--- config.mk ---
export PLATFORM = sky130hd
export DESIGN_NAME = base64_codec
export DESIGN_NICKNAME = d
export VERILOG_FILES = /design/src/sv/b64c_pkg.sv /design/src/sv/base64_codec.sv /design/src/sv/b64c_front.sv /design/src/sv/b64c_queue.sv /design/src/sv/b64c_back.sv
export SDC_FILE = /design/constraint.sdc
export NUM_CORES = 1
export LEC_CHECK = 0
export CAP_MARGIN = 20
export CORE_UTILIZATION = 65
export DETAILED_ROUTE_END_ITERATION = 10
export DONT_BUFFER_PORTS = 1
export PLACE_DENSITY = 0.88
export REMOVE_ABC_BUFFERS = 1
export SLEW_MARGIN = 20
export SYNTH_ARGS = -nofsm -noshare
export SYNTH_HDL_FRONTEND = slang
export SYNTH_SLANG_ARGS = --single-unit
--- constraint.sdc ---
create_clock -name clock -period 8.8 [get_ports clock]
set_clock_uncertainty 0.05 [all_clocks]
set_input_delay 0.44 -clock clock [delete_from_list [all_inputs] [get_ports clock]]
set_output_delay 0.44 -clock clock [all_outputs]
set_load 0.005 [all_outputs]
--- src/sv/b64c_pkg.sv ---
// Shared types, constants and character mapping functions for base64_codec.
// No dependencies.
package b64c_pkg;

   localparam int B64C_QUEUE_DEPTH = 4;

   localparam logic [7:0] CHAR_UPPER_A = 8'h41;
   localparam logic [7:0] CHAR_LOWER_A = 8'h61;
   localparam logic [7:0] CHAR_ZERO    = 8'h30;
   localparam logic [7:0] CHAR_PLUS    = 8'h2B;
   localparam logic [7:0] CHAR_SLASH   = 8'h2F;
   localparam logic [7:0] CHAR_PAD     = 8'h3D;

   localparam logic [6:0] IDX_PAD      = 7'h40;
   localparam logic [7:0] VAL_PAD      = 8'h40;
   localparam logic [7:0] VAL_INVALID  = 8'hFF;

   // One queued work unit: up to four data bytes plus framing flags.
   typedef struct packed {
      logic [3:0][7:0] data;   // data[0] goes out first
      logic [2:0]      cnt;    // number of valid data bytes, 0..4
      logic            bad;    // error result leads the unit
      logic            last;   // unit ends the message
   } job_type;

   // 6-bit value (or pad index) to alphabet character.
   function automatic logic [7:0] enc_char(input logic [6:0] idx);
      logic [7:0] r;
      if (idx < 7'd26) begin
         r = CHAR_UPPER_A + 8'(idx);
      end else if (idx < 7'd52) begin
         r = CHAR_LOWER_A + 8'(idx) - 8'd26;
      end else if (idx < 7'd62) begin
         r = CHAR_ZERO + 8'(idx) - 8'd52;
      end else if (idx == 7'd62) begin
         r = CHAR_PLUS;
      end else if (idx == 7'd63) begin
         r = CHAR_SLASH;
      end else begin
         r = CHAR_PAD;
      end
      return r;
   endfunction

   // Character to 6-bit value; VAL_PAD for '=', VAL_INVALID otherwise.
   function automatic logic [7:0] char_value(input logic [7:0] c);
      logic [7:0] r;
      if (c inside {[8'h41:8'h5A]}) begin
         r = c - CHAR_UPPER_A;
      end else if (c inside {[8'h61:8'h7A]}) begin
         r = c - CHAR_LOWER_A + 8'd26;
      end else if (c inside {[8'h30:8'h39]}) begin
         r = c - CHAR_ZERO + 8'd52;
      end else if (c == CHAR_PLUS) begin
         r = 8'd62;
      end else if (c == CHAR_SLASH) begin
         r = 8'd63;
      end else if (c == CHAR_PAD) begin
         r = VAL_PAD;
      end else begin
         r = VAL_INVALID;
      end
      return r;
   endfunction

endpackage

--- src/sv/base64_codec.sv ---
// Streaming Base64 codec (standard alphabet, '=' padding), top level.
// Encode mode takes raw bytes and returns characters; in encode mode every
// third byte, or a byte with req_tlast, produces four characters with '='
// filling a short final group. Decode mode takes characters and returns
// bytes: four values produce three bytes, a final group of k values produces
// k-1 bytes, '=' is skipped, and any other non-alphabet character produces
// one error result (rsp_tuser[1]) and is dropped. A message end that yields
// nothing gives one marker result with no data and rsp_tlast set. Writing
// decode_mode on the csr port clears the partial group; write it only while
// the block is idle. An item is accepted each cycle while the job queue has
// room; its job passes through the queue and then the output register. The
// output serializer moves one result per cycle while rsp_tready allows, so
// the rate is set by results per item: decode runs at one character per
// cycle, while encode yields four results per three bytes in long messages,
// two per byte when messages are two bytes long, and four per byte if every
// byte ends a message. The queue absorbs bursts of up to QUEUE_DEPTH jobs.
// Depends on b64c_pkg.
module base64_codec #(
   parameter int QUEUE_DEPTH = b64c_pkg::B64C_QUEUE_DEPTH
) (
   input  logic       clock,
   input  logic       reset,
   // configuration: decode_mode
   input  logic       csr_valid,
   output logic       csr_ready,
   input  logic       csr_data,
   // input items
   input  logic       req_tvalid,
   output logic       req_tready,
   input  logic [7:0] req_tdata,    // [7:0] in_byte
   input  logic       req_tlast,    // end_of_message
   // results
   output logic       rsp_tvalid,
   input  logic       rsp_tready,
   output logic [7:0] rsp_tdata,    // [7:0] out_byte
   output logic       rsp_tlast,    // last
   output logic [1:0] rsp_tuser     // [0] has_data, [1] bad_char
);
   import b64c_pkg::*;

   logic    accept;
   logic    push, full, pop, head_valid;
   job_type push_job, head_job;

   // register writes are always taken and land in the next cycle
   assign csr_ready  = 1'b1;
   assign req_tready = !full;
   assign accept     = req_tvalid && !full;

   b64c_front u_front (
      .clock     (clock),
      .reset     (reset),
      .csr_valid (csr_valid),
      .csr_data  (csr_data),
      .accept    (accept),
      .in_byte   (req_tdata),
      .in_last   (req_tlast),
      .push      (push),
      .job       (push_job)
   );

   b64c_queue #(
      .DEPTH (QUEUE_DEPTH)
   ) u_queue (
      .clock      (clock),
      .reset      (reset),
      .push       (push),
      .push_job   (push_job),
      .full       (full),
      .pop        (pop),
      .head_valid (head_valid),
      .head_job   (head_job)
   );

   b64c_back u_back (
      .clock      (clock),
      .reset      (reset),
      .head_valid (head_valid),
      .head_job   (head_job),
      .pop        (pop),
      .rsp_tvalid (rsp_tvalid),
      .rsp_tready (rsp_tready),
      .rsp_tdata  (rsp_tdata),
      .rsp_tlast  (rsp_tlast),
      .rsp_tuser  (rsp_tuser)
   );

endmodule

--- src/sv/b64c_front.sv ---
// Front end of base64_codec: accepts items, holds the group state and mode,
// and turns each item into a job for the queue. Depends on b64c_pkg.
module b64c_front (
   input  logic              clock,
   input  logic              reset,
   input  logic              csr_valid,
   input  logic              csr_data,
   input  logic              accept,
   input  logic [7:0]        in_byte,
   input  logic              in_last,
   output logic              push,
   output b64c_pkg::job_type job
);
   import b64c_pkg::*;

   logic        mode_ff, mode_in;
   logic [23:0] gbits_ff, gbits_in;
   logic [1:0]  gcnt_ff, gcnt_in;

   logic [23:0] enc_shift, enc_align;
   logic [2:0]  enc_k, enc_used;
   logic        enc_done;

   logic [7:0]  dec_val;
   logic        dec_bad, dec_take;
   logic [23:0] dec_g1, dec_g2, dec_align;
   logic [2:0]  dec_k1, dec_k2;

   logic [3:0][7:0] d;
   logic [2:0]      m;
   logic [6:0]      cidx;

   always_comb begin
      // encode path
      enc_shift = {gbits_ff[15:0], in_byte};
      enc_k     = {1'b0, gcnt_ff} + 3'd1;
      enc_done  = (enc_k >= 3'd3) || in_last;
      enc_used  = (enc_k >= 3'd3) ? 3'd3 : enc_k;
      case (enc_used)
         3'd1:    enc_align = {enc_shift[7:0], 16'h0000};
         3'd2:    enc_align = {enc_shift[15:0], 8'h00};
         default: enc_align = enc_shift;
      endcase

      // decode path
      dec_val  = char_value(in_byte);
      dec_bad  = (dec_val == VAL_INVALID);
      dec_take = !dec_bad && (dec_val != VAL_PAD);
      dec_g1   = dec_take ? {gbits_ff[17:0], dec_val[5:0]} : gbits_ff;
      dec_k1   = {1'b0, gcnt_ff} + {2'b00, dec_take};
      dec_g2   = (dec_k1 == 3'd4) ? 24'h000000 : dec_g1;
      dec_k2   = (dec_k1 == 3'd4) ? 3'd0 : dec_k1;
      case (dec_k2)
         3'd1:    dec_align = {dec_g2[5:0], 18'h00000};
         3'd2:    dec_align = {dec_g2[11:0], 12'h000};
         default: dec_align = {dec_g2[17:0], 6'h00};
      endcase

      d        = '0;
      m        = 3'd0;
      cidx     = '0;
      gbits_in = gbits_ff;
      gcnt_in  = gcnt_ff;
      if (!mode_ff) begin
         for (int i = 0; i < 4; i++) begin
            cidx = (3'(i) > enc_used) ? IDX_PAD : {1'b0, enc_align[23 - 6 * i -: 6]};
            d[i] = enc_char(cidx);
         end
         m        = enc_done ? 3'd4 : 3'd0;
         gbits_in = enc_done ? 24'h000000 : enc_shift;
         gcnt_in  = enc_done ? 2'd0 : enc_k[1:0];
      end else begin
         if (dec_k1 == 3'd4) begin
            d[0] = dec_g1[23:16];
            d[1] = dec_g1[15:8];
            d[2] = dec_g1[7:0];
            m    = 3'd3;
         end else if (in_last && (dec_k2 != 3'd0)) begin
            d[0] = dec_align[23:16];
            d[1] = dec_align[15:8];
            d[2] = dec_align[7:0];
            m    = dec_k2 - 3'd1;
         end
         gbits_in = dec_g2;
         gcnt_in  = dec_k2[1:0];
      end
      if (in_last) begin
         gbits_in = 24'h000000;
         gcnt_in  = 2'd0;
      end

      job.data = d;
      job.cnt  = m;
      job.bad  = mode_ff && dec_bad;
      job.last = in_last;
      push     = accept && ((m != 3'd0) || job.bad || in_last);

      mode_in = csr_valid ? csr_data : mode_ff;
   end

   always_ff @(posedge clock) begin
      if (reset) begin
         mode_ff  <= 1'b0;
         gbits_ff <= '0;
         gcnt_ff  <= '0;
      end else begin
         mode_ff <= mode_in;
         if (csr_valid) begin
            gbits_ff <= '0;
            gcnt_ff  <= '0;
         end else if (accept) begin
            gbits_ff <= gbits_in;
            gcnt_ff  <= gcnt_in;
         end
      end
   end

endmodule

--- src/sv/b64c_queue.sv ---
// Short job queue between the front and back ends of base64_codec.
// Depends on b64c_pkg.
module b64c_queue #(
   parameter int DEPTH = b64c_pkg::B64C_QUEUE_DEPTH
) (
   input  logic              clock,
   input  logic              reset,
   input  logic              push,
   input  b64c_pkg::job_type push_job,
   output logic              full,
   input  logic              pop,
   output logic              head_valid,
   output b64c_pkg::job_type head_job
);
   import b64c_pkg::*;

   localparam int AW = (DEPTH > 1) ? $clog2(DEPTH) : 1;
   localparam int CW = $clog2(DEPTH + 1);

   job_type         slots_ff [DEPTH];
   logic [AW-1:0]   wr_ff, wr_in, rd_ff, rd_in;
   logic [CW-1:0]   cnt_ff, cnt_in;

   always_comb begin
      full       = (cnt_ff == CW'(DEPTH));
      head_valid = (cnt_ff != '0);
      head_job   = slots_ff[rd_ff];
      wr_in      = (wr_ff == AW'(DEPTH - 1)) ? '0 : wr_ff + AW'(1);
      rd_in      = (rd_ff == AW'(DEPTH - 1)) ? '0 : rd_ff + AW'(1);
      cnt_in     = cnt_ff + CW'(push) - CW'(pop);
   end

   always_ff @(posedge clock) begin
      if (push) begin
         slots_ff[wr_ff] <= push_job;
      end
   end

   always_ff @(posedge clock) begin
      if (reset) begin
         wr_ff  <= '0;
         rd_ff  <= '0;
         cnt_ff <= '0;
      end else begin
         if (push) begin
            wr_ff <= wr_in;
         end
         if (pop) begin
            rd_ff <= rd_in;
         end
         cnt_ff <= cnt_in;
      end
   end

endmodule

--- src/sv/b64c_back.sv ---
// Back end of base64_codec: serializes queued jobs into single results
// through an output register. Depends on b64c_pkg.
module b64c_back (
   input  logic              clock,
   input  logic              reset,
   input  logic              head_valid,
   input  b64c_pkg::job_type head_job,
   output logic              pop,
   output logic              rsp_tvalid,
   input  logic              rsp_tready,
   output logic [7:0]        rsp_tdata,
   output logic              rsp_tlast,
   output logic [1:0]        rsp_tuser
);
   import b64c_pkg::*;

   logic [1:0] idx_ff, idx_in;
   logic       vld_ff, vld_in;
   logic [7:0] byte_ff, byte_in;
   logic       last_ff, last_in;
   logic       has_ff, has_in;
   logic       bad_ff, bad_in;

   logic [2:0] total;
   logic       load, final_slot;
   logic [1:0] didx;

   always_comb begin
      total      = head_job.cnt + {2'b00, head_job.bad};
      if (total == 3'd0) begin
         total = 3'd1;
      end
      final_slot = ({1'b0, idx_ff} == total - 3'd1);
      load       = head_valid && (!vld_ff || rsp_tready);
      pop        = load && final_slot;
      didx       = idx_ff - {1'b0, head_job.bad};

      if (head_job.bad && (idx_ff == 2'd0)) begin
         byte_in = 8'h00;
         has_in  = 1'b0;
         bad_in  = 1'b1;
      end else if (head_job.cnt == 3'd0) begin
         byte_in = 8'h00;
         has_in  = 1'b0;
         bad_in  = 1'b0;
      end else begin
         byte_in = head_job.data[didx];
         has_in  = 1'b1;
         bad_in  = 1'b0;
      end
      last_in = head_job.last && final_slot;

      // hold the slot index until the job drains
      idx_in = idx_ff;
      if (load) begin
         idx_in = final_slot ? 2'd0 : idx_ff + 2'd1;
      end

      vld_in = vld_ff;
      if (load) begin
         vld_in = 1'b1;
      end else if (rsp_tready) begin
         vld_in = 1'b0;
      end
   end

   always_ff @(posedge clock) begin
      if (reset) begin
         idx_ff <= '0;
         vld_ff <= 1'b0;
      end else begin
         idx_ff <= idx_in;
         vld_ff <= vld_in;
      end
   end

   always_ff @(posedge clock) begin
      if (load) begin
         byte_ff <= byte_in;
         last_ff <= last_in;
         has_ff  <= has_in;
         bad_ff  <= bad_in;
      end
   end

   assign rsp_tvalid = vld_ff;
   assign rsp_tdata  = byte_ff;
   assign rsp_tlast  = last_ff;
   assign rsp_tuser  = {bad_ff, has_ff};

endmodule

==> results of run 1 <==
[flip-flops by register name (all words and copies together), names as in the netlist, named ones only]
name,cells
u_back.rsp_tlast,1
u_front.gcnt_ff,2
u_back.idx_ff,2
u_front.gbits_ff,24
u_queue.rd_ff,2
u_back.rsp_tdata,8
u_back.bad_ff,1
u_queue.cnt_ff,3
u_back.has_ff,1
u_front.mode_ff,1
u_queue.wr_ff,2
u_queue.slots_ff,148
u_back.rsp_tvalid,1
[Yosys cell counts, drive strengths merged (12+ instances only)]
cell / n
o21ai: 59
nor3: 29
inv: 52
a21oi: 87
nand2: 80
clkbuf: 50
nor2: 71
dfxtp: 39
nor2b: 13
edfxtp: 159
a31oi: 12
a22o: 19
o22ai: 20
mux4: 45
nand2b: 14
xnor2: 15
nand3: 25
mux2i: 22
a211oi: 14
ha: 53
buf: 25
[power by group through the flow]
stage	sequential, mW	clock (mW)	combinational [mW]
final	1.20	0.820	0.821
after global routing	1.21	0.858	0.881
after CTS	1.20	0.807	0.806
after detailed placement	1.21	0	0.788
after global placement	1.20	0	0.748
after floorplan	1.23	0	0.548
[critical path, delay by kind of cell]
| family | cells | cell delay, ps |
|---|---|---|
| compound gates | 4 | 850 |
| fa+ha+maj | 4 | 1130 |
| buf+inv | 4 | 930 |
| simple gates | 6 | 2860 |
[layout make-up]
type,instances,area (um2),area share (%)
clock buffer,17,425.4,3.372
clock inverter,15,206.4,1.636
inverter,53,198.9,1.577
multi-input combinational,762,5844,46.32
sequential,198,5558,44.05
tap,229,286.5,2.271
timing repair buffer,12,97.59,0.7735
[metal layers]
metal  vias up  GRT usage [%]  share of wire, %
li1       4078              -                 -
met1      4445          47.26                39
met2       628          57.09                47
met3       108          6.843                10
met4         0          11.59               3.7
met5         -              0                 0
[per-stage QoR]
step | std cells | setup slack, ps | power [mW] | cell area, um2 | util (%)
2_1_floorplan | 1013 | 2406 | 1.780 | 11590 | -
6_report | 1286 | 2528 | 2.839 | 12620 | 70.00
3_3_place_gp | 1251 | 2419 | 1.950 | 11960 | 66.33
3_5_place_dp | 1251 | 2252 | 2.001 | 11960 | 66.33
5_1_grt | 1286 | 2224 | 2.951 | 12620 | 70.00
4_1_cts | 1284 | 2694 | 2.808 | 12600 | 69.89
[cell families after synthesis]
| logic type | after synthesis |
|---|---|
| AO/OA/AOI/OAI | 316 |
| AND/OR/NAND/NOR | 295 |
| flip-flops | 198 |
| buffers and inverters | 129 |
| multiplexers | 70 |
| adder cells (fa/ha/maj) | 54 |
| XOR/XNOR | 26 |
| other | 1 |
[repair_timing]
action,4_1_cts,5_1_grt
setup buffers,0,0
hold buffers,1,2
endpoints found under the hold margin,3,2
[how the worst min path moves through the flow]
stage / startpoint / endpoint / slack [ps] / cells past startpoint
final: reset / u_back.idx_ff[0] / -1 / 1
after floorplan: u_front.gbits_ff[19] / u_front.gbits_ff[19] / 400 / 2
after global placement: u_front.gbits_ff[19] / u_front.gbits_ff[19] / 410 / 2
after detailed placement: u_front.gbits_ff[20] / u_front.gbits_ff[20] / 420 / 2
after global routing: reset / u_back.idx_ff[0] / -10 / 1
after CTS: reset / u_back.rsp_tvalid / 1 / 1
==> metrics.txt, run 1 <==
run status complete, but fails checks; failing checks negative hold slack; post-synthesis sequential area ratio 46.37%; most common cell after layout, fill and taps aside edfxtp_1; Setup violations, final 0; largest net degree at the start of global routing 58; global-route wire length before repair 48850 um; Compound-Gate Fraction of Synth Area around 18%; Tmin final roughly 6300 ps; Combinational Power Share between 20 and 30%; Mapped Area ~12000 um2; core box area between 15000 and 20000 um2; leakage 4.364 nW; drt initial violations between 1000 and 1500; Worst path max stage delay roughly 890 ps; HPWL Detailed roughly 22000 um; setup tns final 0 ps; P_int between 1.5 and 2 mW; die area between 15000 and 20000 um2; xor/xnor share of the synthesized area approximately 1.9%; DIE WIDTH 137.8 um; share of layout cells above drive strength 1 roughly an eighth; count of buffers from port buffering 0; Fin Hold WS -1.472 ps; worst setup path class input port to register; Reg power frac a little over two fifths; Max VDD drop around 230 uV; Fin. Hold Viols 1; initial antenna violation count 0; Final Slew Violations 0; Area contributors post-synth edfxtp_1, mux4_2, dfxtp_1; Critical Path RT 8800 ps; leading cell types in the layout, fill and taps excluded edfxtp_1, a21oi_1, nand2_1, nor2_1, ha_1; Simple-Gate Fraction of Synth Area 12.59%; Ys Warns 0; ant diodes 0; vias per cell 7.200; Clock power frac between 20% and 30%; Post-synth EDFFs approximately 160; Clock Path Buffers 2; Hold Path Class input port to register; # DRC 0; Sw Ratio 33.47%; Slew headroom around 26%; filler cell count roughly 1200; worst reg2reg path depth 10; worst path arrival time 6280 ps; synthesized flop and latch total 198; total CTS buffers 17; IO Pins 29; area grow syn2layout 5.305%; Synth Area in Adders about 5.7%; CP max stage cell and2_2; pwr dens approximately 220 nW/um2; global route overflow 0; sw power around 950 uW; Worst R2R Setup Slack approximately 3800 ps; cts repair resizes 0; Async SR Flop Fraction 0%; dominant cell type by area after synthesis edfxtp_1; Syn Inst Count approximately 1100; worst flop-to-flop path startpoint u_front.gcnt_ff[1]; Top FF cell, synth edfxtp_1; CTS tree yes; max cap viols 0; Worst-Margin Slew between 1000 and 1500 ps; synth unique cells 95; final wirelength roughly 33000 um; GP Congestion between 1 and 1.5; WL/cell approximately 26 um; RSZ-0062 raised after global routing no; top cell type's share of synthesized area 39.85%; Clock transition at path regs around 100 ps; ANT nets after route 0; GRT Total Usage a little over a third; DRT Pass-1 Iters 6; endpoint class of the critical path register; vias in the first global route ~8400; Starting Density roughly 66%; CTS H-tree depth 4; mux cell area share after synthesis about a tenth; chip height 137.8 um; CP Cell Sequence inv_1, ha_1, a21oi_2, nor3_2, o22ai_1, or4_4, nand2b_4, o31ai_4, buf_4, inv_2, ha_1, ha_1, inv_1, ha_1, nand2_1, nor2_1, o31a_1, and2_2; routed vias between 9000 and 10000; Worst-Skew Late Latency approximately 460 ps; Worst setup endpoint u_queue.slots_ff[1][31]; clk root buf clkbuf_16; critical path peak fanout 37; clk sinks 198; largest family of logic cells by synthesized area compound AO/OA/AOI/OAI gates; Max Clock Freq 0.1594 GHz; r2r endpoint u_queue.slots_ff[0][6]; Mapped Avg Cell Area approximately 11 um2; most used cell, CP ha_1; crit share post-route between 70% and 80%; Worst Setup SP req_tdata[2]; Layout Nets ~1100; CP startpoint kind input port; # rows 49
Power figures use the tool's default switching activity.
==> inputs of run 2 (changes only) <==
==> constraint.sdc (replaced) <==
create_clock -name clock -period 6.3 [get_ports clock]
set_clock_uncertainty 0.05 [all_clocks]
set_input_delay 0.315 -clock clock [delete_from_list [all_inputs] [get_ports clock]]
set_output_delay 0.315 -clock clock [all_outputs]
set_load 0.005 [all_outputs]
==> run 2 against run 1 <==
Against the previous run: the flow now finishes without violations; cell area rose by 0.23%; critical path depth fell by 8; combinational power rose by 36%; final cell count rose by 0.39%; utilization rose by 0.16 points; power rose by 39%; global-route usage rose by 1.5 points; clock power rose by 35%; via count rose by 0.38%; die area did not move; non-clock buffer count rose by 5; hold slack improved by 26 ps; critical path type is now register to register.
==> metrics.txt, run 2 (same netlist as run 1, synthesis figures left out) <==
run status complete, no violations; Final Slew Violations 0; global route overflow 0; sw power ~1.3 mW; worst path arrival time roughly 5200 ps; clk root buf clkbuf_16; vias in the first global route approximately 8600; critical path peak fanout 25; Reg with most FFs u_queue.slots_ff; Worst R2R Setup Slack 1150 ps; DIE WIDTH around 140 um; routed vias between 9000 and 10000; setup tns final 0 ps; worst flop-to-flop path startpoint u_front.gcnt_ff[1]; CTS H-tree depth 4; Max Clock Freq a little under 0.2 GHz; placed cell areas ~12000 um2; worst reg2reg path depth 10; count of buffers from port buffering 0; Final Instance Area ~13000 um2; max cap viols 0; GRT Total Usage between 30% and 40%; worst setup path class register to register; WL/cell about 26 um; HPWL Detailed around 23000 um; post-CTS setup buffer count 0; Setup violations, final 0; crit share post-route 81.82%; final wirelength roughly 34000 um; Clock transition at path regs about 80 ps; total CTS buffers 17; leading cell types in the layout, fill and taps excluded edfxtp_1, a21oi_1, nand2_1, nor2_1, ha_1; Tmin final between 5000 and 6000 ps; Fin. Hold Viols 0; Worst-Margin Slew 1128 ps; ant diodes 0; Cells after DPL about 1300; endpoint class of the critical path register; Starting Density 66.47%; Met1 Routed Length approximately 13000 um; Clock Path Buffers 2; Fin Hold WS 24.92 ps; GP Congestion between 0.9 and 1; largest net degree at the start of global routing 44; Largest register FFs 148; CTS tree yes; vias per cell roughly 7; routed length on met3 roughly 3100 um; area grow syn2layout 5.545%; hold endpoint u_back.rsp_tvalid; # DRC 0; Max VDD drop ~400 uV; RSZ-0062 raised after global routing no; CP startpoint kind register; r2r endpoint u_queue.slots_ff[1][6]; Hold Path Depth 3; Reg power frac around 43%; initial antenna violation count 0; ANT nets after route 0; DRT Pass-1 Iters 6; non-filler cells, final between 1000 and 1500; share of layout cells above drive strength 1 between 10% and 20%; Slew headroom 23.72%; chip height roughly 140 um; die area about 19000 um2; WL met2 around 16000 um; most common cell after layout, fill and taps aside edfxtp_1; leakage 4.380 nW; Layout Nets ~1100; Sw Ratio about a third; Worst-Skew Late Latency between 400 and 500 ps; HP Start rsp_tready; global-route wire length before repair about 50000 um; pwr dens 311.4 nW/um2; Clock power frac between 20% and 30%; IO Pins 29; Combinational Power Share roughly 28%; Critical Path RT approximately 6400 ps; P_int approximately 2.6 mW; Top Layer Used met4; Hold Path Class input port to register; # rows a little under 50; core box area 18020 um2; clk sinks about 200; drt initial violations between 1000 and 1500
==> run 2: changes by cell type in the layout (fill, tap and decap cells not counted), sizes merged <==
cell | previous run | this run
clkinvlp | 0 | 1
inv | 60 | 59
dlygate4sd3 | 3 | 5
buf | 9 | 12
==> run 2: layer usage <==
metal | GRT usage, % | up-vias
li1 | - | 4087
met1 | 47.50 | 4512
met2 | 60.22 | 588
met3 | 8.425 | 107
met4 | 12.50 | 0
met5 | 0 | -
==> run 2: worst max-delay path by stage <==
| stage | from | to | slack [ps] | cells past startpoint |
|---|---|---|---|---|
| floorplan | req_tdata[1] | u_queue.slots_ff[0][0] | 30 | 17 |
| global placement | req_tdata[2] | u_queue.slots_ff[0][29] | 1170 | 17 |
| detailed placement | req_tdata[2] | u_queue.slots_ff[0][21] | 1000 | 17 |
| CTS | u_front.gcnt_ff[1] | u_queue.slots_ff[3][6] | 1380 | 10 |
| global route | u_front.gcnt_ff[1] | u_queue.slots_ff[1][6] | 1020 | 10 |
| finish | u_front.gcnt_ff[1] | u_queue.slots_ff[1][6] | 1150 | 10 |
==> run 2: power groups by stage <==
stage,registers [mW],logic (mW),clock network (mW)
3_3_place_gp,1.71,1.03,0
6_report,1.70,1.12,1.11
5_1_grt,1.72,1.20,1.16
2_1_floorplan,1.72,0.766,0
3_5_place_dp,1.73,1.07,0
4_1_cts,1.70,1.11,1.11
==> run 2: repair_timing <==
item,in CTS,in global routing
gates resized for setup,0,0
hold buffers,5,0
endpoints found under the hold margin,21,0
==> run 2: per-stage QoR <==
step                      util (%)  power (mW)  setup slack, ps
final                        70.16       3.938             1146
after global routing         70.16       4.084             1019
after CTS                    70.16       3.924             1375
after detailed placement     66.45       2.796             1001
after global placement       66.45       2.736             1166
after floorplan                  -       2.487            31.39
==> run 2: cell type report <==
type	count	area [um2]
Tap cell	229	286.5
Inverter	53	198.9
Multi-Input combinational cell	762	5844
Sequential cell	198	5558
Fill cell	1231	5379
Clock buffer	17	425.4
Clock inverter	15	192.7
Timing Repair Buffer	17	140.1
==> run 2: critical path, cell delays in order, from the launching register on <==
cell	delay, ps
dfxtp_1	800
inv_1	190
ha_1	540
nor2_2	560
a21oi_1	200
or2_2	380
nor4b_1	980
nand2b_1	200
a21oi_1	70
o21ai_0	550
nand3_1	300
